$ cat src/hfx_pkg.sv
`timescale 1ns / 1ps

package hfx_pkg;

	localparam logic [7:0] FLAG_BYTE = 8'h7E;
	localparam logic [15:0] CRC_POLY_RESET = 16'h1021;
	localparam logic [15:0] CRC_INIT_RESET = 16'hFFFF;

	localparam logic REG_CRC_POLY = 1'b0;
	localparam logic REG_CRC_INIT = 1'b1;

	localparam int QUEUE_DEPTH = 2;
	localparam int QUEUE_PTR_W = 1;
	localparam int QUEUE_CNT_W = 2;

	typedef struct packed {
		logic [7:0]  data_byte;
		logic        frame_end;
		logic [15:0] given_crc;
		logic        crc_mismatch;
		logic        frame_start;
	} entry_t;

	typedef struct packed {
		logic push;
		logic pop;
		logic full;
		logic empty;
	} queue_ctl_t;

	function automatic logic [15:0] crc_byte(input logic [15:0] acc, input logic [7:0] data,
		input logic [15:0] poly);
		logic [15:0] c;
		c = acc ^ {data, 8'h00};
		for (int i = 0; i < 8; i++) begin
			if (c[15]) begin
				c = {c[14:0], 1'b0} ^ poly;
			end else begin
				c = {c[14:0], 1'b0};
			end
		end
		return c;
	endfunction

endpackage

$ cat src/hfx_queue.sv
`timescale 1ns / 1ps

module hfx_queue (
	input  logic            clk,
	input  logic            arst_n,
	input  logic            push,
	input  hfx_pkg::entry_t push_data,
	input  logic            pop,
	output hfx_pkg::entry_t pop_data,
	output logic            full,
	output logic            empty
);

	hfx_pkg::entry_t                  mem_q [hfx_pkg::QUEUE_DEPTH];
	logic [hfx_pkg::QUEUE_PTR_W-1:0]  wr_ptr_q;
	logic [hfx_pkg::QUEUE_PTR_W-1:0]  rd_ptr_q;
	logic [hfx_pkg::QUEUE_CNT_W-1:0]  count_q;

	assign full     = (count_q == hfx_pkg::QUEUE_CNT_W'(hfx_pkg::QUEUE_DEPTH));
	assign empty    = (count_q == '0);
	assign pop_data = mem_q[rd_ptr_q];

	always_ff @(posedge clk) begin
		if (push) begin
			mem_q[wr_ptr_q] <= push_data;
		end
	end

	always_ff @(posedge clk or negedge arst_n) begin
		if (!arst_n) begin
			wr_ptr_q <= '0;
			rd_ptr_q <= '0;
			count_q  <= '0;
		end else begin
			if (push) begin
				wr_ptr_q <= wr_ptr_q + 1'b1;
			end
			if (pop) begin
				rd_ptr_q <= rd_ptr_q + 1'b1;
			end
			unique case ({push, pop})
				2'b10:   count_q <= count_q + 1'b1;
				2'b01:   count_q <= count_q - 1'b1;
				default: count_q <= count_q;
			endcase
		end
	end

	a_no_push_full: assert property (@(posedge clk) disable iff (!arst_n)
		full |-> !push) else $error("queue written while full");
	a_no_pop_empty: assert property (@(posedge clk) disable iff (!arst_n)
		empty |-> !pop) else $error("queue read while empty");
	a_count_step: assert property (@(posedge clk) disable iff (!arst_n)
		(push && !pop) |=> !empty) else $error("queue lost an item");

endmodule

$ cat src/hfx_front.sv
`timescale 1ns / 1ps

module hfx_front (
	input  logic            clk,
	input  logic            arst_n,
	input  logic            s_tvalid,
	output logic            s_tready,
	input  logic [23:0]     s_tdata,
	input  logic            s_tlast,
	input  logic            cfg_we,
	input  logic            cfg_index,
	input  logic [15:0]     cfg_data,
	input  logic            queue_full,
	output logic            push,
	output hfx_pkg::entry_t push_data
);

	logic [15:0] poly_q;
	logic [15:0] init_q;
	logic [15:0] crc_q;
	logic        open_q;
	logic [15:0] crc_base;
	logic [15:0] crc_next;

	assign s_tready = !queue_full;
	assign push     = s_tvalid && s_tready;
	assign crc_base = open_q ? crc_q : init_q;
	assign crc_next = hfx_pkg::crc_byte(crc_base, s_tdata[7:0], poly_q);

	always_comb begin
		push_data.data_byte    = s_tdata[7:0];
		push_data.frame_end    = s_tlast;
		push_data.given_crc    = s_tdata[23:8];
		push_data.crc_mismatch = (crc_next != s_tdata[23:8]);
		push_data.frame_start  = !open_q;
	end

	always_ff @(posedge clk or negedge arst_n) begin
		if (!arst_n) begin
			poly_q <= hfx_pkg::CRC_POLY_RESET;
			init_q <= hfx_pkg::CRC_INIT_RESET;
			crc_q  <= hfx_pkg::CRC_INIT_RESET;
			open_q <= 1'b0;
		end else begin
			if (cfg_we) begin
				unique case (cfg_index)
					hfx_pkg::REG_CRC_POLY: poly_q <= cfg_data;
					hfx_pkg::REG_CRC_INIT: init_q <= cfg_data;
					default: ;
				endcase
			end
			if (push) begin
				crc_q  <= crc_next;
				open_q <= !s_tlast;
			end
		end
	end

	a_open_follows_last: assert property (@(posedge clk) disable iff (!arst_n)
		push |=> (open_q == !$past(s_tlast))) else $error("frame state not tracked");
	a_start_when_closed: assert property (@(posedge clk) disable iff (!arst_n)
		(push && push_data.frame_start) |-> (crc_base == init_q))
		else $error("frame start without initial CRC");
	a_ready_not_full: assert property (@(posedge clk) disable iff (!arst_n)
		queue_full |-> !push) else $error("item taken while queue full");

endmodule

$ cat src/hfx_back.sv
`timescale 1ns / 1ps

module hfx_back (
	input  logic            clk,
	input  logic            arst_n,
	input  logic            queue_empty,
	input  hfx_pkg::entry_t pop_data,
	output logic            pop,
	output logic            m_tvalid,
	input  logic            m_tready,
	output logic [7:0]      m_tdata,
	output logic            m_tlast,
	output logic [1:0]      m_tuser
);

	localparam logic [2:0] PH_FLAG_OPEN  = 3'd0;
	localparam logic [2:0] PH_DATA       = 3'd1;
	localparam logic [2:0] PH_CRC_HI     = 3'd2;
	localparam logic [2:0] PH_CRC_LO     = 3'd3;
	localparam logic [2:0] PH_FLAG_CLOSE = 3'd4;
	localparam logic [2:0] PH_TAIL       = 3'd5;

	hfx_pkg::entry_t ent_q;
	logic            busy_q;
	logic [2:0]      phase_q;
	logic [2:0]      idx_q;
	logic            stuff_q;
	logic [2:0]      ones_q;

	logic            out_valid_q;
	logic            out_bit_q;
	logic            out_last_q;
	logic            out_done_q;
	logic            out_mis_q;

	logic            adv;
	logic            emit;
	logic [7:0]      sel_byte;
	logic            is_flag;
	logic            cur_bit;
	logic            stuff_now;
	logic            item_end;
	logic            done;
	logic [2:0]      phase_next;

	assign adv  = !out_valid_q || m_tready;
	assign emit = adv && busy_q;

	always_comb begin
		unique case (phase_q)
			PH_FLAG_OPEN, PH_FLAG_CLOSE: sel_byte = hfx_pkg::FLAG_BYTE;
			PH_DATA:                     sel_byte = ent_q.data_byte;
			PH_CRC_HI:                   sel_byte = ent_q.given_crc[15:8];
			PH_CRC_LO:                   sel_byte = ent_q.given_crc[7:0];
			default:                     sel_byte = 8'h00;
		endcase
	end

	always_comb begin
		unique case (phase_q)
			PH_FLAG_OPEN:  phase_next = PH_DATA;
			PH_DATA:       phase_next = ent_q.frame_end ? PH_CRC_HI : PH_TAIL;
			PH_CRC_HI:     phase_next = PH_CRC_LO;
			PH_CRC_LO:     phase_next = PH_FLAG_CLOSE;
			default:       phase_next = PH_TAIL;
		endcase
	end

	assign is_flag   = (phase_q == PH_FLAG_OPEN) || (phase_q == PH_FLAG_CLOSE);
	assign cur_bit   = stuff_q ? 1'b0 : sel_byte[idx_q];
	assign stuff_now = !stuff_q && !is_flag && cur_bit && (ones_q == 3'd4);
	assign done      = !stuff_q && (phase_q == PH_FLAG_CLOSE) && (idx_q == 3'd0);

	always_comb begin
		if (stuff_q) begin
			item_end = (phase_q == PH_TAIL);
		end else begin
			item_end = (idx_q == 3'd0) && !stuff_now &&
				(((phase_q == PH_DATA) && !ent_q.frame_end) || (phase_q == PH_FLAG_CLOSE));
		end
	end

	assign pop = adv && (!busy_q || (emit && item_end)) && !queue_empty;

	always_ff @(posedge clk) begin
		if (pop) begin
			ent_q <= pop_data;
		end
		if (adv) begin
			out_bit_q  <= cur_bit;
			out_last_q <= item_end;
			out_done_q <= done;
			out_mis_q  <= done && ent_q.crc_mismatch;
		end
	end

	always_ff @(posedge clk or negedge arst_n) begin
		if (!arst_n) begin
			busy_q      <= 1'b0;
			phase_q     <= PH_FLAG_OPEN;
			idx_q       <= 3'd7;
			stuff_q     <= 1'b0;
			ones_q      <= 3'd0;
			out_valid_q <= 1'b0;
		end else begin
			if (adv) begin
				out_valid_q <= emit;
			end
			if (emit) begin
				if (stuff_q || is_flag || !cur_bit || stuff_now) begin
					ones_q <= 3'd0;
				end else begin
					ones_q <= ones_q + 3'd1;
				end
			end
			if (pop) begin
				busy_q  <= 1'b1;
				phase_q <= pop_data.frame_start ? PH_FLAG_OPEN : PH_DATA;
				idx_q   <= 3'd7;
				stuff_q <= 1'b0;
			end else if (emit) begin
				if (stuff_q) begin
					stuff_q <= 1'b0;
				end else begin
					if (stuff_now) begin
						stuff_q <= 1'b1;
					end
					idx_q <= idx_q - 3'd1;
					if (idx_q == 3'd0) begin
						phase_q <= phase_next;
					end
				end
				if (item_end) begin
					busy_q <= 1'b0;
				end
			end
		end
	end

	assign m_tvalid = out_valid_q;
	assign m_tdata  = {7'b0, out_bit_q};
	assign m_tlast  = out_last_q;
	assign m_tuser  = {out_mis_q, out_done_q};

	a_ones_bound: assert property (@(posedge clk) disable iff (!arst_n)
		ones_q <= 3'd4) else $error("run of ones not stuffed");
	a_stuff_clears: assert property (@(posedge clk) disable iff (!arst_n)
		stuff_q |-> (ones_q == 3'd0)) else $error("stuffed bit with open run");
	a_done_is_last: assert property (@(posedge clk) disable iff (!arst_n)
		(out_valid_q && out_done_q) |-> out_last_q) else $error("frame end not item end");
	a_stall_holds: assert property (@(posedge clk) disable iff (!arst_n)
		(out_valid_q && !m_tready) |=> (out_valid_q && $stable(out_bit_q)))
		else $error("output changed under stall");

endmodule

$ cat src/hdlc_frame_transmitter.sv
`timescale 1ns / 1ps

// HDLC frame transmitter: takes one core byte per input item and sends the frame as a
// serial bit stream, one bit per output item, MSB first, with zero-bit stuffing.
// The first byte of a frame is preceded by the opening flag; the item with s_tlast set
// is followed by its supplied CRC (high byte first) and the closing flag.
// The last bit caused by an input item carries m_tlast. The final closing flag bit
// carries m_tuser[0], and m_tuser[1] then reports that the CRC-16 computed over the
// core bytes differs from the supplied one.
// The front accepts an input item while the queue is not full, runs the CRC update over
// the byte, and writes a two-entry queue. The back pops the queue and shifts one line bit
// per cycle into an output register while the receiver is ready, which sets the sustained
// rate. An accepted item passes through the queue, the back's item register and the
// output register before its first bit appears. When the receiver stalls, the output bit
// holds and the back stops; the front keeps accepting items until the queue fills. Reset
// empties the queue, closes any open frame and restores crc_poly to 0x1021 and crc_init
// to 0xFFFF. Configuration writes through cfg_we, cfg_index and cfg_data are
// registered and apply to items accepted after the write.

module hdlc_frame_transmitter (
	input  logic        clk,
	input  logic        arst_n,
	input  logic        s_tvalid,
	output logic        s_tready,
	input  logic [23:0] s_tdata,   // data_byte [7:0], given_crc [23:8]
	input  logic        s_tlast,   // frame_end
	output logic        m_tvalid,
	input  logic        m_tready,
	output logic [7:0]  m_tdata,   // line_bit [0], zero fill [7:1]
	output logic        m_tlast,   // run_last
	output logic [1:0]  m_tuser,   // frame_done [0], crc_mismatch [1]
	input  logic        cfg_we,
	input  logic        cfg_index,
	input  logic [15:0] cfg_data
);

	hfx_pkg::queue_ctl_t q_ctl;
	hfx_pkg::entry_t     push_data;
	hfx_pkg::entry_t     pop_data;

	hfx_front u_front (
		.clk        (clk),
		.arst_n     (arst_n),
		.s_tvalid   (s_tvalid),
		.s_tready   (s_tready),
		.s_tdata    (s_tdata),
		.s_tlast    (s_tlast),
		.cfg_we     (cfg_we),
		.cfg_index  (cfg_index),
		.cfg_data   (cfg_data),
		.queue_full (q_ctl.full),
		.push       (q_ctl.push),
		.push_data  (push_data)
	);

	hfx_queue u_queue (
		.clk       (clk),
		.arst_n    (arst_n),
		.push      (q_ctl.push),
		.push_data (push_data),
		.pop       (q_ctl.pop),
		.pop_data  (pop_data),
		.full      (q_ctl.full),
		.empty     (q_ctl.empty)
	);

	hfx_back u_back (
		.clk         (clk),
		.arst_n      (arst_n),
		.queue_empty (q_ctl.empty),
		.pop_data    (pop_data),
		.pop         (q_ctl.pop),
		.m_tvalid    (m_tvalid),
		.m_tready    (m_tready),
		.m_tdata     (m_tdata),
		.m_tlast     (m_tlast),
		.m_tuser     (m_tuser)
	);

endmodule
$ cat config.mk
export PLATFORM = sky130hd
export DESIGN_NAME = hdlc_frame_transmitter
export DESIGN_NICKNAME = d
export VERILOG_FILES = /design/src/hfx_pkg.sv /design/src/hfx_queue.sv /design/src/hfx_front.sv /design/src/hfx_back.sv /design/src/hdlc_frame_transmitter.sv
export SDC_FILE = /design/constraint.sdc
export NUM_CORES = 1
export LEC_CHECK = 0
export BUFFER_PORTS_ARGS = -buffer_cell sky130_fd_sc_hd__buf_2
export CAP_MARGIN = 20
export CELL_PAD_IN_SITES_DETAIL_PLACEMENT = 0
export CELL_PAD_IN_SITES_GLOBAL_PLACEMENT = 1
export CORE_ASPECT_RATIO = 1.4
export CORE_MARGIN = 2
export CORE_UTILIZATION = 50
export CTS_BUF_LIST = sky130_fd_sc_hd__clkbuf_4 sky130_fd_sc_hd__clkbuf_8
export CTS_CLUSTER_DIAMETER = 200
export DETAILED_ROUTE_END_ITERATION = 7
export PLACE_DENSITY_LB_ADDON = 0.1
export SYNTH_ARGS = -nofsm -noshare
export SYNTH_HDL_FRONTEND = slang
export SYNTH_SLANG_ARGS = --single-unit
$ cat constraint.sdc
create_clock -name clk -period 15 [get_ports clk]
set_input_delay 3 -clock clk [delete_from_list [all_inputs] [get_ports clk]]
set_output_delay 3 -clock clk [all_outputs]
set_load 0.05 [all_outputs]
==> results.yml <==
run_status:
  outcome: "finished, final reports clean"
logic_synthesis:
  syn-instance-count: 918
  yosysWarningCount: 0
  synth_edf_count: 84
  yosysUniqueCellTypes: 85
  async_flop_share_pct: 43.6
  yosys_register_bits: 149
  ys_top_cells_by_count: "nand2_1 (146), xnor2_1 (100), edfxtp_1 (84), mux2_2 (62), o21ai_0 (58)"
  synth_area_leader_cell: "edfxtp_1"
  post-synth-top-count-cell: "nand2_1"
  synth-main-ff-cell: "edfxtp_1"
  avgSynthCellArea_um2: 10.6
  ys_seq_area_share_pct: 43.0
  ys_top_cells_by_area: "edfxtp_1 (26%), dfstp_2 (10%), xnor2_1 (9.0%), mux2_2 (7.2%), dfrtp_1 (6.9%)"
  synth_top_area_share_pct: 25.9
  netlist_area_um2: 9750
setup_path:
  r2r_slack_ps: 8160
  crit_type: "in2reg"
  rr_startpoint: "u_front.poly_q[15]$_DFFE_PN0P_"
  rr_worst_depth: 17
  crit_required_ps: 15170
  endpoint_kind: "register"
  cp_data_arrival_time_ps: 8450
  startpoint_type: "primary input"
  crit_fanout: 22
  timing.rr.end: "u_queue.mem_q[0][1]$_DFFE_PP_"
placed_design:
  place_area_um2: 10100
  gp_congestion: 0.842
  portBuffers: 52
  dp_hpwl_um: 17600
clocking:
  path_clk_slew_ps: 80
  numCtsBuffers: 17
  post_cts_resized: 0
  clock_latency_ps: 450
  clock_path_buffers: 2
  cts-root-buf: "clkbuf_8"
  htreeDepth: 4
  holdBufCountCts: 0
  cts_setup_buffers: 0
  clock-sinks: 149
  cts_tree: "done"
grt:
  antenna_found_initial: 0
  track_usage_pct: 24.1
  grt_max_degree: 66
  overflow: 0
  grt_pass1_wl_um: 37700
  grt_pass1_vias: 6633
timing:
  fin_tns_setup_ps: 0
  worstMarginPinSlew_ps: 986
  rsz0062_at_grt: "no"
  relSlewSlack_pct: 33.9
  finalMaxSlewViolations: 0
  finalCritPeriodShare_pct: 55.2
  max_freq_mhz: 121
  fin_skew_ps: 21.4
  fin_crit_ps: 8280
  final-setup-viol-count: 0
  hold_viol: 0
floorplan:
  std_cell_rows: 60
  initial_utilization_pct: 50.9
  die-area_um2: 20600
  die_y_um: 169
  io_pins: 60
  die_x_um: 122
  core_region_area_um2: 19100
finish:
  fin_area_um2: 10500
  num_antenna_cells: 0
  areaGrowthSynthToFinish_pct: 7.75
  drive_gt1_share_pct: 25.5
  fin_nets: 991
job:
  cap_viol_max_count: 0
hold_path:
  hold_class: "reg2reg"
  hp-start: "u_front.crc_q[8]$_DFFE_PN1P_"
  holdPathEnd: "u_front.crc_q[8]$_DFFE_PN1P_"
  min_path_cells: 2
route:
  wl_per_cell_um: 20.2
  num_vias: 6807
  initialDrtViolationCount: 506
  dr.pass1.iters: 7
  wirelength_um: 24300
  drc: 0
  drtAntennaViolNets: 0
  viasPerCell: 5.67
## cell type report
cell class | instances | area [µm²]
inverter | 14 | 52.6
multi-input combinational | 693 | 5170
sequential | 149 | 4200
clock inverter | 15 | 185
tap | 248 | 310
timing repair buffer | 64 | 354
fill | 1716 | 8640
clock buffer | 17 | 234
## critical path: stages
cell and delay, ps:
buf_2 160, xnor2_2 790, nand3_1 270, nand3b_1 230, and2_1 630, o211a_1 270
a211oi_2 50, xnor2_1 750, xnor3_1 380, nand2_1 130, xnor2_4 450, nand2_1 190
xor3_1 390, or2_0 230, nor4_1 370, nand4_1 160
## sequential cells by signal (all words and copies together), names as in the netlist
name / cells
u_queue.mem_q: 54
u_back.ent_q: 26
u_front.crc_q: 16
u_front.init_q: 16
u_front.poly_q: 16
u_back.idx_q: 3
u_back.ones_q: 3
u_back.phase_q: 3
u_queue.count_q: 2
u_back.busy_q: 1
u_back.m_tlast: 1
u_back.m_tvalid: 1
u_back.out_bit_q: 1
u_back.out_done_q: 1
u_back.out_mis_q: 1
u_back.stuff_q: 1
u_front.open_q: 1
u_queue.rd_ptr_q: 1
u_queue.wr_ptr_q: 1
## cells by family (layout without fill, tap and decap cells)
kind of cell	Yosys count	after routing	share of synthesized area (%)
buffers and inverters	82	110	4.18
adder cells (fa/ha/maj)	5	5	0.642
other	1	7	0.0385
AO/OA/AOI/OAI	175	175	12.6
multiplexers	92	92	10.7
AND/OR/NAND/NOR	274	274	12.8
XOR/XNOR	140	140	15.9
flip-flops	149	149	43.0
## routing by layer
metal | vias up | track usage [%] | routed length, µm
met5 | - | 0 | 0
met4 | 0 | 7.45 | 534
met3 | 33 | 3.26 | 746
met2 | 155 | 42.5 | 12800
met1 | 3352 | 30.4 | 10200
li1 | 3267 | - | -
## worst max path at each step
| stage | startpoint | end | slack [ps] | depth (start not counted) |
|---|---|---|---|---|
| final | s_tdata[6] | u_queue.mem_q[0][1]$_DFFE_PP_ | 6720 | 16 |
| after global routing | s_tdata[6] | u_queue.mem_q[1][1]$_DFFE_PP_ | 6250 | 16 |
| after detailed placement | s_tdata[6] | u_queue.mem_q[1][1]$_DFFE_PP_ | 6300 | 16 |
| after global placement | s_tdata[6] | u_queue.mem_q[0][1]$_DFFE_PP_ | 6490 | 16 |
| after CTS | s_tdata[6] | u_queue.mem_q[1][1]$_DFFE_PP_ | 6760 | 16 |
| after floorplan | s_tdata[6] | u_queue.mem_q[0][1]$_DFFE_PP_ | 8050 | 17 |
## metrics by stage
| step | cells | worst slack (ps) | hold slack [ps] | utilization (%) |
|---|---|---|---|---|
| after floorplan | 924 | 8050 | 457 | - |
| after global placement | 1167 | 6490 | 471 | 52.6 |
| after detailed placement | 1167 | 6300 | 477 | 52.6 |
| after CTS | 1199 | 6760 | 489 | 54.8 |
| after global routing | 1200 | 6250 | 517 | 54.9 |
| final | 1200 | 6720 | 485 | 54.9 |
## layout by cell type (no fill, tap or decap), types with 6 or more instances in the layout
| master | netlist | routed |
|---|---|---|
| a21oi_1 | 32 | 32 |
| a32oi_1 | 10 | 10 |
| and2_1 | 6 | 6 |
| buf_2 | 8 | 52 |
| buf_4 | 12 | 11 |
| clkbuf_8 | 0 | 17 |
| conb_1 | 1 | 7 |
| dfrtp_1 | 27 | 27 |
| dfstp_2 | 38 | 38 |
| edfxtp_1 | 84 | 84 |
| inv_1 | 11 | 11 |
| inv_6 | 0 | 6 |
| mux2_2 | 62 | 62 |
| mux2i_1 | 26 | 26 |
| nand2_1 | 146 | 146 |
| nand2b_1 | 9 | 9 |
| nand3_1 | 19 | 19 |
| nor2_1 | 44 | 43 |
| nor2b_1 | 12 | 11 |
| nor3_1 | 9 | 9 |
| o21ai_0 | 58 | 58 |
| o22ai_1 | 6 | 6 |
| xnor2_1 | 100 | 100 |
| xnor2_2 | 9 | 9 |
| xnor3_1 | 7 | 7 |
| xor2_1 | 11 | 11 |
| xor2_2 | 6 | 6 |
Power is left out: the tool's default activity adds up to more than one toggle a clock period on the data nets, which glitch-free logic cannot reach.
